`src/rtl/bsr_pkg.sv`:
```
package bsr_pkg;

  // Operation codes carried in the op field of an input request.
  localparam logic [2:0] OP_PUSH = 3'd0;
  localparam logic [2:0] OP_GET  = 3'd1;
  localparam logic [2:0] OP_PEEK = 3'd2;
  localparam logic [2:0] OP_SKIP = 3'd3;
  localparam logic [2:0] OP_HUNT = 3'd4;
  localparam logic [2:0] OP_EOS  = 3'd5;

  // Status codes reported with every result.
  localparam logic [2:0] ST_OK        = 3'd0;
  localparam logic [2:0] ST_SHORT     = 3'd1;
  localparam logic [2:0] ST_FOUND     = 3'd2;
  localparam logic [2:0] ST_NOT_FOUND = 3'd3;
  localparam logic [2:0] ST_BUSY      = 3'd4;
  localparam logic [2:0] ST_OVERFLOW  = 3'd5;

  // Field widths of the two channels.
  localparam int OP_W     = 3;
  localparam int BYTE_W   = 8;
  localparam int COUNT_W  = 6;
  localparam int VALUE_W  = 32;
  localparam int STATUS_W = 3;
  localparam int LEFT_W   = 7;

  // The start code prefix 00 00 01 as one 24-bit word.
  localparam logic [23:0] START_PREFIX = 24'h000001;

endpackage

```
`src/rtl/bsr_item_if.sv`:
```
interface bsr_item_if;
  logic                          valid;
  logic                          ready;
  logic [bsr_pkg::OP_W-1:0]      op;
  logic [bsr_pkg::BYTE_W-1:0]    byte_in;
  logic [bsr_pkg::COUNT_W-1:0]   bit_count;

  modport source (output valid, output op, output byte_in, output bit_count, input ready);
  modport sink   (input valid, input op, input byte_in, input bit_count, output ready);
endinterface

```
`src/rtl/bsr_result_if.sv`:
```
interface bsr_result_if;
  logic                          valid;
  logic                          ready;
  logic [bsr_pkg::VALUE_W-1:0]   bits_value;
  logic [bsr_pkg::STATUS_W-1:0]  status;
  logic [bsr_pkg::LEFT_W-1:0]    bits_left;

  modport source (output valid, output bits_value, output status, output bits_left, input ready);
  modport sink   (input valid, input bits_value, input status, input bits_left, output ready);
endinterface

```
`src/rtl/bsr_start_scan.sv`:
```
// Parallel search for the first 00 00 01 prefix among the held bytes.
module bsr_start_scan #(
  parameter int BUFFER_BITS = 64
) (
  input  logic [BUFFER_BITS-1:0]               buffer,
  input  logic [$clog2(BUFFER_BITS+1)-1:0]     occ,
  output logic                                 found,
  output logic [$clog2(BUFFER_BITS+1)-1:0]     occ_after
);
  localparam int OCC_W   = $clog2(BUFFER_BITS+1);
  localparam int NBYTES  = BUFFER_BITS / 8;
  localparam int NWIN    = NBYTES - 2;
  localparam int WIN_IDX = $clog2(NWIN);

  logic [NWIN-1:0]    match;
  logic [WIN_IDX-1:0] best;

  // A window is byte aligned from the newest byte; it counts only if it lies
  // entirely inside the held bits. The oldest matching window wins.
  always_comb begin
    best = '0;
    for (int b = 0; b < NWIN; b++) begin
      match[b] = (buffer[8*b +: 24] == bsr_pkg::START_PREFIX) &&
                 (occ >= OCC_W'(8*(b+3)));
      if (match[b]) begin
        best = WIN_IDX'(b);
      end
    end
  end

  assign found = |match;

  // Without a match the scan stops once fewer than three bytes remain.
  always_comb begin
    if (found) begin
      occ_after = OCC_W'((32'(best) + 32'd3) * 32'd8);
    end else if (occ >= OCC_W'(16)) begin
      occ_after = OCC_W'(16);
    end else begin
      occ_after = occ;
    end
  end
endmodule

```
`src/rtl/bitstream_reader_start_code_unit.sv`:
```
// An accepted request is held in the input register until the result register can load;
// its result is then registered and offered (input register, then result register).
// Throughput: one request per cycle while the result is not stalled; the buffer and occupancy
// update closes a feedback loop through the shifter and start-code scan, and that loop sets the rate.
// Reset (synchronous, active high) empties the buffer, ends any hunt and clears the valid bits
// of both pipeline registers.
module bitstream_reader_start_code_unit #(
  parameter int BUFFER_BITS = 64,
  parameter int MAX_REQUEST = 32
) (
  input  logic          clk,
  input  logic          rst,
  bsr_item_if.sink      item,
  bsr_result_if.source  result
);
  localparam int OCC_W = $clog2(BUFFER_BITS+1);
  localparam int REQ_W = $clog2(MAX_REQUEST+1);
  localparam int WIDE  = BUFFER_BITS + MAX_REQUEST;

  // Input register.
  logic                          s1_valid;
  logic [bsr_pkg::OP_W-1:0]      s1_op;
  logic [bsr_pkg::BYTE_W-1:0]    s1_byte;
  logic [bsr_pkg::COUNT_W-1:0]   s1_count;

  // Reader state.
  logic [BUFFER_BITS-1:0] buffer, buffer_next;
  logic [OCC_W-1:0]       occ, occ_next;
  logic                   hunting, hunting_next;

  logic can_load, advance, accept;

  assign can_load   = !result.valid || result.ready;
  assign advance    = s1_valid && can_load;
  assign item.ready = !s1_valid || can_load;
  assign accept     = item.valid && item.ready;

  always_ff @(posedge clk) begin
    if (rst) begin
      s1_valid <= 1'b0;
    end else if (accept) begin
      s1_valid <= 1'b1;
    end else if (advance) begin
      s1_valid <= 1'b0;
    end
  end

  always_ff @(posedge clk) begin
    if (accept) begin
      s1_op    <= item.op;
      s1_byte  <= item.byte_in;
      s1_count <= item.bit_count;
    end
  end

  // Request size, saturated to the largest request.
  logic [REQ_W-1:0] n;
  logic [OCC_W-1:0] n_ext;
  assign n = (s1_count > bsr_pkg::COUNT_W'(MAX_REQUEST)) ? REQ_W'(MAX_REQUEST)
                                                         : s1_count[REQ_W-1:0];
  assign n_ext = OCC_W'(n);

  // Head extraction: shift the held bits so the requested field ends at bit zero.
  logic                   is_short;
  logic [WIDE-1:0]        ext, shifted;
  logic [MAX_REQUEST-1:0] req_mask, head_value;

  assign is_short = n_ext > occ;
  assign ext      = WIDE'(buffer);
  assign shifted  = is_short ? (ext << (n_ext - occ)) : (ext >> (occ - n_ext));
  assign req_mask = ~({MAX_REQUEST{1'b1}} << n);
  assign head_value = shifted[MAX_REQUEST-1:0] & req_mask;

  // Push path and start-code scan.
  logic                   push_ok;
  logic [BUFFER_BITS-1:0] push_buffer, scan_buffer;
  logic [OCC_W-1:0]       push_occ, aligned_occ, scan_occ, scan_occ_after;
  logic                   scan_found;

  assign push_ok     = occ <= OCC_W'(BUFFER_BITS - 8);
  assign push_buffer = {buffer[BUFFER_BITS-9:0], s1_byte};
  assign push_occ    = occ + OCC_W'(8);
  assign aligned_occ = {occ[OCC_W-1:3], 3'b000};
  assign scan_buffer = (s1_op == bsr_pkg::OP_PUSH) ? push_buffer : buffer;
  assign scan_occ    = (s1_op == bsr_pkg::OP_PUSH) ? push_occ : aligned_occ;

  bsr_start_scan #(
    .BUFFER_BITS (BUFFER_BITS)
  ) u_scan (
    .buffer    (scan_buffer),
    .occ       (scan_occ),
    .found     (scan_found),
    .occ_after (scan_occ_after)
  );

  // Per-request state update and result.
  logic [BUFFER_BITS-1:0]        buffer_pre;
  logic [MAX_REQUEST-1:0]        value;
  logic [bsr_pkg::STATUS_W-1:0]  status;
  logic                          has_result;

  always_comb begin
    buffer_pre   = buffer;
    occ_next     = occ;
    hunting_next = hunting;
    value        = '0;
    status       = bsr_pkg::ST_OK;
    has_result   = 1'b1;
    case (s1_op)
      bsr_pkg::OP_PUSH: begin
        if (!push_ok) begin
          status = bsr_pkg::ST_OVERFLOW;
        end else begin
          buffer_pre = push_buffer;
          occ_next   = push_occ;
          if (hunting) begin
            occ_next = scan_occ_after;
            if (scan_found) begin
              hunting_next = 1'b0;
              status       = bsr_pkg::ST_FOUND;
            end else begin
              status = bsr_pkg::ST_BUSY;
            end
          end
        end
      end
      bsr_pkg::OP_GET, bsr_pkg::OP_PEEK, bsr_pkg::OP_SKIP: begin
        if (hunting) begin
          status = bsr_pkg::ST_BUSY;
        end else begin
          if (is_short) begin
            status = bsr_pkg::ST_SHORT;
          end
          if (s1_op != bsr_pkg::OP_SKIP) begin
            value = head_value;
          end
          if (s1_op != bsr_pkg::OP_PEEK) begin
            occ_next = is_short ? '0 : (occ - n_ext);
          end
        end
      end
      bsr_pkg::OP_HUNT: begin
        occ_next = scan_occ_after;
        if (scan_found) begin
          hunting_next = 1'b0;
          status       = bsr_pkg::ST_FOUND;
        end else begin
          hunting_next = 1'b1;
          status       = bsr_pkg::ST_BUSY;
        end
      end
      bsr_pkg::OP_EOS: begin
        if (hunting) begin
          hunting_next = 1'b0;
          occ_next     = '0;
          status       = bsr_pkg::ST_NOT_FOUND;
        end
      end
      default: begin
        has_result = 1'b0;
      end
    endcase
  end

  // Bits above the occupancy are always kept at zero.
  assign buffer_next = buffer_pre & ~({BUFFER_BITS{1'b1}} << occ_next);

  always_ff @(posedge clk) begin
    if (rst) begin
      buffer  <= '0;
      occ     <= '0;
      hunting <= 1'b0;
    end else if (advance) begin
      buffer  <= buffer_next;
      occ     <= occ_next;
      hunting <= hunting_next;
    end
  end

  // Result register.
  always_ff @(posedge clk) begin
    if (rst) begin
      result.valid <= 1'b0;
    end else if (can_load) begin
      result.valid <= advance && has_result;
    end
  end

  always_ff @(posedge clk) begin
    if (advance) begin
      result.bits_value <= bsr_pkg::VALUE_W'(value);
      result.status     <= status;
      result.bits_left  <= bsr_pkg::LEFT_W'(occ_next);
    end
  end
endmodule

```
`src/flat_wrapper.sv`:
```
// flat-port wrapper written by rule: the top's interface ports become plain ports
module bitstream_reader_start_code_unit_flat 
#(
  parameter int BUFFER_BITS = 64,
  parameter int MAX_REQUEST = 32
)
  (clk, rst, item_valid, item_op, item_byte_in, item_bit_count, item_ready, result_valid, result_bits_value, result_status, result_bits_left, result_ready);
  bsr_item_if item_i ();
  bsr_result_if result_i ();
  input  logic clk;
  input  logic rst;
  input wire logic [$bits(item_i.valid)-1:0] item_valid;
  input wire logic [$bits(item_i.op)-1:0] item_op;
  input wire logic [$bits(item_i.byte_in)-1:0] item_byte_in;
  input wire logic [$bits(item_i.bit_count)-1:0] item_bit_count;
  output wire logic [$bits(item_i.ready)-1:0] item_ready;
  output wire logic [$bits(result_i.valid)-1:0] result_valid;
  output wire logic [$bits(result_i.bits_value)-1:0] result_bits_value;
  output wire logic [$bits(result_i.status)-1:0] result_status;
  output wire logic [$bits(result_i.bits_left)-1:0] result_bits_left;
  input wire logic [$bits(result_i.ready)-1:0] result_ready;
  assign item_i.valid = item_valid;
  assign item_i.op = item_op;
  assign item_i.byte_in = item_byte_in;
  assign item_i.bit_count = item_bit_count;
  assign item_ready = item_i.ready;
  assign result_valid = result_i.valid;
  assign result_bits_value = result_i.bits_value;
  assign result_status = result_i.status;
  assign result_bits_left = result_i.bits_left;
  assign result_i.ready = result_ready;
  bitstream_reader_start_code_unit #(.BUFFER_BITS(BUFFER_BITS), .MAX_REQUEST(MAX_REQUEST)) u_core (.clk(clk), .rst(rst), .item(item_i), .result(result_i));
endmodule
```
`config.mk`:
```
export PLATFORM = sky130hd
export DESIGN_NAME = bitstream_reader_start_code_unit_flat
export DESIGN_NICKNAME = d
export VERILOG_FILES = /design/src/rtl/bsr_pkg.sv /design/src/rtl/bsr_item_if.sv /design/src/rtl/bsr_result_if.sv /design/src/rtl/bsr_start_scan.sv /design/src/rtl/bitstream_reader_start_code_unit.sv /design/src/flat_wrapper.sv
export SDC_FILE = /design/constraint.sdc
export NUM_CORES = 1
export LEC_CHECK = 0
export BUFFER_PORTS_ARGS = -buffer_cell sky130_fd_sc_hd__buf_4
export CAP_MARGIN = 20
export CORE_AREA = 3 3 180 182
export DETAILED_ROUTE_END_ITERATION = 10
export DIE_AREA = 0 0 183 185
export GPL_TIMING_DRIVEN = 0
export PLACE_DENSITY = 0.69
export SYNTH_ARGS = -nofsm -noshare
export SYNTH_HDL_FRONTEND = slang
export SYNTH_HIERARCHICAL = 1
export SYNTH_SLANG_ARGS = --single-unit
```
`constraint.sdc`:
```
create_clock -name clk -period 8 [get_ports clk]
set_input_delay 0.4 -clock clk [delete_from_list [all_inputs] [get_ports clk]]
set_output_delay 0.4 -clock clk [all_outputs]
set_load 0.005 [all_outputs]
```
---- Word level (Yosys, flattened, before mapping) ----
Cells that the tools add are included.
Widths: inputs -> output; s select.
word-level totals
  register bits after elaboration ......... 133
  bits of input ports ..................... 21
  output and inout port bits .............. 44
  word-level logic and storage cells ...... 104
cells by class
  add/subtract/negate cells ............... 4
  order comparisons ....................... 10
  eq/ne operators ......................... 14
  shift operators ......................... 4
  mux-type cells .......................... 34
  bitwise gates (word level) .............. 6
  reduce and logical (&&, ||, !) cells .... 21
operator list
  kind                   count
  $mux 64                3
  $eq 24x1->1 const B    6
  $and 64x64->64         1
  $not 64->64            1
  $shl 64x7->32          1
  $shl 64x7->64 const A  1
  $shr 64x7->32          1
  $mux 7                 9
  $and 32x32->32         1
  $mux 32                1
  $not 32->32            1
  $shl 32x6->32 const A  1
  $ge 7x6->1 const B     4
  $pmux 7 s4             1
  $mux 3                 8
  $ge 7x5->1 const B     2
  $pmux 3 s4             1
  $reduce_or 6->1        2
  $logic_and 1x1->1      9
  $mux 1                 8
  $add 7x4->7 const B    1
  $ge 7x7->1 const B     1
  $gt 6x7->1             1
  $le 7x6->1 const B     1
  20 further kinds       27

---- Depth between registers and ports, before layout ----
  depth after elaboration ................. 17
  depth in mapped cells ................... 20

---- Modules after synthesis ----
The synthesis kept the hierarchy.
by module, submodules not included
  module                            instances  cells an instance  area each (um2)  sequential area each (um2)
  bitstream_reader_start_code_unit  1          1731               13516.7          3253.1
  bsr_start_scan                    1          54                 349.1            0.0

---- Least setup slack after synthesis ----
OpenSTA, ideal clock, no wires.
  path kind ............................... register to register
  start ................................... register u_core/s1_op[0] (netlist name)
  end ..................................... register u_core.buffer[26]
  setup time .............................. 0.117 ns
  arrival time ............................ 4.058 ns
  slack ................................... 3.825 ns
  stages on the path, launching flop included .. 19
  buffers on the path ..................... 4
  period minus slack after synthesis ...... 4.175 ns
  cell sequence ........................... edfxtp_1 > buf_2 > nor3_1 > clkbuf_1 > buf_1 > nand2_1 > xnor2_1 > o21a_1 > o211ai_1 > nor4b_2 > o21ai_1 > a21bo_1 > a22oi_1 > nand4_1 > nor2_1 > o21ai_2 > buf_2 > a41o_1 > a32o_1
between the ends
  word-level cells in the longest chain between the ends .. 17
  elaborated cells between the ends (all ways) .. 47
  those cells by class .................... add/sub (1); order compare (7); eq/ne (12); shift (1); mux (15); bitwise (2); reduce/logical (9)
ends and longest elaborated chain
  element                             RTL line                                 source
  start: declaration                  bitstream_reader_start_code_unit.sv:22   logic [bsr_pkg::OP_W-1:0] s1_op;
  start signal: assignment            bitstream_reader_start_code_unit.sv:50   s1_op <= item.op;
  $logic_not 3->1 *                   bitstream_reader_start_code_unit.sv:85   assign scan_occ = (s1_op == bsr_pkg::OP_PUSH) ? push_occ : aligned_occ;
  $mux 7 *                            bitstream_reader_start_code_unit.sv:85
  named net u_core.scan_occ[5]        bitstream_reader_start_code_unit.sv:77   logic [OCC_W-1:0] push_occ, aligned_occ, scan_occ, scan_occ_after;
  $ge 7x6->1                          bsr_start_scan.sv:24                     (occ >= OCC_W'(8*(b+3)));
  $logic_and 1x1->1                   bsr_start_scan.sv:23                     match[b] = (buffer[8*b +: 24] == bsr_pkg::START_PREFIX) &&
  $mux 1                              bsr_start_scan.sv:25                     if (match[b]) begin
  $mux 3 (4 in a row)                 bsr_start_scan.sv:25
  $add 3x2->4                         bsr_start_scan.sv:36                     occ_after = OCC_W'((32'(best) + 32'd3) * 32'd8);
  $mux 7 *                            bsr_start_scan.sv:35                     if (found) begin
  named net u_core.scan_occ_after[4]  bitstream_reader_start_code_unit.sv:77
  $mux 7                              bitstream_reader_start_code_unit.sv:116  if (hunting) begin
  $mux 7                              bitstream_reader_start_code_unit.sv:111  if (!push_ok) begin
  $pmux 7 s4 *                        bitstream_reader_start_code_unit.sv:109  case (s1_op)
  $shl 64x7->64 *                     bitstream_reader_start_code_unit.sv:166  assign buffer_next = buffer_pre & ~({BUFFER_BITS{1'b1}} << occ_next);
  $not 64->64 *                       bitstream_reader_start_code_unit.sv:166
  $and 64x64->64 *                    bitstream_reader_start_code_unit.sv:166
  end signal: assignment              bitstream_reader_start_code_unit.sv:174  buffer <= buffer_next;
  end: declaration                    bitstream_reader_start_code_unit.sv:27   logic [BUFFER_BITS-1:0] buffer, buffer_next;
Mark *: on every way through the listed nets, which the timed path passes. The rest lies on a longest branch.
A chain may end at the register's enable or synchronous reset.

---- Final worst setup path ----
  start ................................... register u_core/s1_op[2] (netlist name)
  end ..................................... register u_core.buffer[8]
Same word-level chain as after synthesis.

==> results.cfg <==
[drt]
wl_per_cell_um = 26.4
num_vias = 15545
vias_per_cell = 6.82
drt_wl_total_um = 60200
drc = 0
first_pass_iters = 6
ant_nets = 0
dr.first_iter.drc_count = 2377

[synth]
syn_inst = 1785
synth_fa_ha_area_share_pct = 1.46
synth_compound_area_share_pct = 23.2
synth_seq_area_share_pct = 23.5
syn_area_per_cell_um2 = 7.77
synth_area_um2 = 13900
ys_types = 98
ys_warn_count = 6
synth_simple_gate_area_share_pct = 24.1
ys_seq_elements = 133
muxShareOfSynthArea_pct = 20.3
synth_top_family_by_area = simple AND/OR/NAND/NOR gates
synth-xor-area-share_pct = 0.821
synth-main-ff-cell = dfxtp_1
synth_nets = 1821
synth_edf_count = 59
async_flop_share_pct = 0

[clock_tree]
htreeDepth = 4
postCtsResizedCells = 0
cts_sinks = 133
post-cts-setup-buffers = 0
clockBufferDepth = 2
numCtsBuffers = 17
ctsHoldBuffers = 0
cts_tree = yes
clk_pin_slew_ps = 70
worstSkewPairLatency_ps = 450
clockRootBuffer = clkbuf_16

[power_and_ir_drop]
ir_drop_mv = 0.131
p_leak_uw = 0.00594
p_per_area_nw_per_um2 = 168

[timing]
timing.final.hold_violations = 0
fin_hold_ws_ps = 127
fin_setup_tns_ps = 0
period_minus_slack_ps = 6420
tightest_slew_ps = 1160
clock_skew_ps = 13.7
finalCritPeriodShare_pct = 80.3
setup_viol = 0
timing.max_slew.rel_slack_pct = 21.7
rsz0062_at_grt = no
fmax_mhz = 156
maxSlewViolCount = 0

[grt]
antenna_found_initial = 0
grt_pass1_wl_um = 90400
grt_pass1_vias = 14529
grt.overflow.total = 0
track_usage_pct = 34.8
grt_max_degree = 38

[final_layout]
nets = 1907
postLayoutCellArea_um2 = 15500
drive_above_1_share_pct = 14.3
final_common_cell = nand2_1
antenna_cells = 0
layout_common_cells = nand2_1, mux2i_1, a21oi_1, clkbuf_1, nor2_1
syn2layout_area_growth_pct = 11.8

[place]
dp_hpwl_um = 45700
gp_congestion = 1.03
dpl_cell_area_um2 = 14900
port_buffers = 64

[floorplan]
start_util_pct = 45.1
die-area_um2 = 33900
die_w_um = 183
num_rows = 64
die_y_um = 185
core_area_um2 = 30700
io-pin-count = 65

[worst_hold_path]
min_path_type = input pin to flop

[setup_path]
arrival_ps = 6720
critical_path.max_fanout = 10
crit_required_ps = 8300
start_kind = flop
critPathCaptureType = flop
critPathKind = flop to flop

[outcome]
outcome = completed

[job]
cap_viol_max_count = 0
[cell usage after synthesis (all sizes together), types with 5 or more instances]
cell | n | share of area, %
buf | 75 | 2.6
o31a | 6 | 0.44
nor4 | 11 | 0.63
and3 | 22 | 0.99
a311oi | 5 | 0.61
inv | 38 | 1.0
nand2b | 12 | 0.54
o21a | 15 | 0.81
xnor2 | 10 | 0.63
nor3 | 39 | 1.8
a221oi | 18 | 1.1
o22ai | 9 | 0.45
a22oi | 10 | 0.54
o21ai | 86 | 3.1
nand2 | 431 | 12
dfxtp | 74 | 11
a211o | 8 | 0.51
nor2b | 10 | 0.45
o2bb2ai | 8 | 0.51
mux4 | 60 | 9.7
clkbuf | 110 | 3.0
ha | 13 | 1.2
and2 | 18 | 0.81
o31ai | 12 | 0.69
a211oi | 29 | 1.6
a32oi | 13 | 0.96
a21oi | 120 | 4.3
a311o | 6 | 0.43
o311ai | 7 | 0.44
a21o | 9 | 0.49
a22o | 5 | 0.32
a31oi | 18 | 0.81
o211ai | 20 | 1.1
nand4 | 14 | 0.63
nor3b | 6 | 0.36
mux2 | 18 | 1.5
edfxtp | 59 | 13
a221o | 7 | 0.51
mux2i | 126 | 9.1
a32o | 15 | 1.1
or3 | 9 | 0.41
nand3 | 53 | 1.9
nor2 | 91 | 2.5
[kinds of logic after synthesis]
| family | Yosys count |
|---|---|
| buffers and inverters | 224 |
| AO/OA/AOI/OAI | 457 |
| multiplexers | 204 |
| flip-flops | 133 |
| XOR/XNOR | 13 |
| adder cells (fa/ha/maj) | 15 |
| AND/OR/NAND/NOR | 739 |
[worst paths after layout]
| kind | cells past startpoint | to | startpoint | slack [ps] |
|---|---|---|---|---|
| worst min-delay path | 1 | u_core/s1_byte[0]$_DFFE_PP_ | item_byte_in[0] | 130 |
| worst max register to register | 15 | u_core/buffer[8]$_SDFFE_PP0P_ | u_core/s1_op[2]$_DFFE_PP_ | 1580 |
| worst max-delay path | 15 | u_core/buffer[8]$_SDFFE_PP0P_ | u_core/s1_op[2]$_DFFE_PP_ | 1580 |
| worst min register to register | 2 | u_core/result.valid$_SDFFE_PP0P_ | u_core/s1_valid$_SDFFE_PP0P_ | 550 |
[per-layer routing]
layer	global-route usage [%]	vias to the layer above	part of all wire, %
met5	0	-	0
li1	-	6755	-
met2	55.0	1167	44
met3	5.13	258	9.5
met4	20.7	0	7.2
met1	45.3	7365	39
[registers in the layout, summed over array words and instances (netlist names)]
| register | flops |
|---|---|
| u_core/buffer | 64 |
| u_core/result.bits_value | 32 |
| u_core/s1_byte | 8 |
| u_core/occ | 7 |
| u_core/result.bits_left | 7 |
| u_core/s1_count | 6 |
| u_core/result.status | 3 |
| u_core/s1_op | 3 |
| u_core/hunting | 1 |
| u_core/result.valid | 1 |
| u_core/s1_valid | 1 |
[layout make-up]
cell class,count,area [um^2]
tap,396,495
multi-input combinational,1428,9690
buffer,185,774
inverter,39,149
clock inverter,6,50.0
sequential,133,3250
clock buffer,26,573
fill,3061,15200
timing repair buffer,67,515
[metrics by stage]
step / power (uW) / std cells / setup slack, ps / util [%]
global route: 2690 / 2280 / 1440 / 50.4
floorplan: 1420 / 1785 / 3820 / -
global placement: 1740 / 2245 / 1970 / 48.3
detailed placement: 1740 / 2247 / 2000 / 48.4
finish: 2600 / 2280 / 1580 / 50.4
CTS: 2570 / 2279 / 1920 / 50.4
[where the power goes]
group / switching [uW] / leakage, uW / total [uW] / internal (uW)
sequential: 14.7 / 0.00117 / 745 / 731
combinational: 712 / 0.00446 / 1020 / 308
clock: 338 / 0.000309 / 837 / 499
total: 1070 / 0.00594 / 2600 / 1540
[worst max-delay path, cell delays in order, from the launching register on]
cell and delay (ps):
edfxtp_1 490, nor3_1 610, clkbuf_1 550, buf_1 480, nand3_1 160, xnor2_1 750
nand4b_1 410, nor2_1 490, nor2_1 100, a21bo_1 230, a22oi_1 170, nand4_1 290
nor2_1 630, inv_1 200, nor3_1 520, a221oi_1 180
No activity file was read; power rests on OpenSTA's default activity.
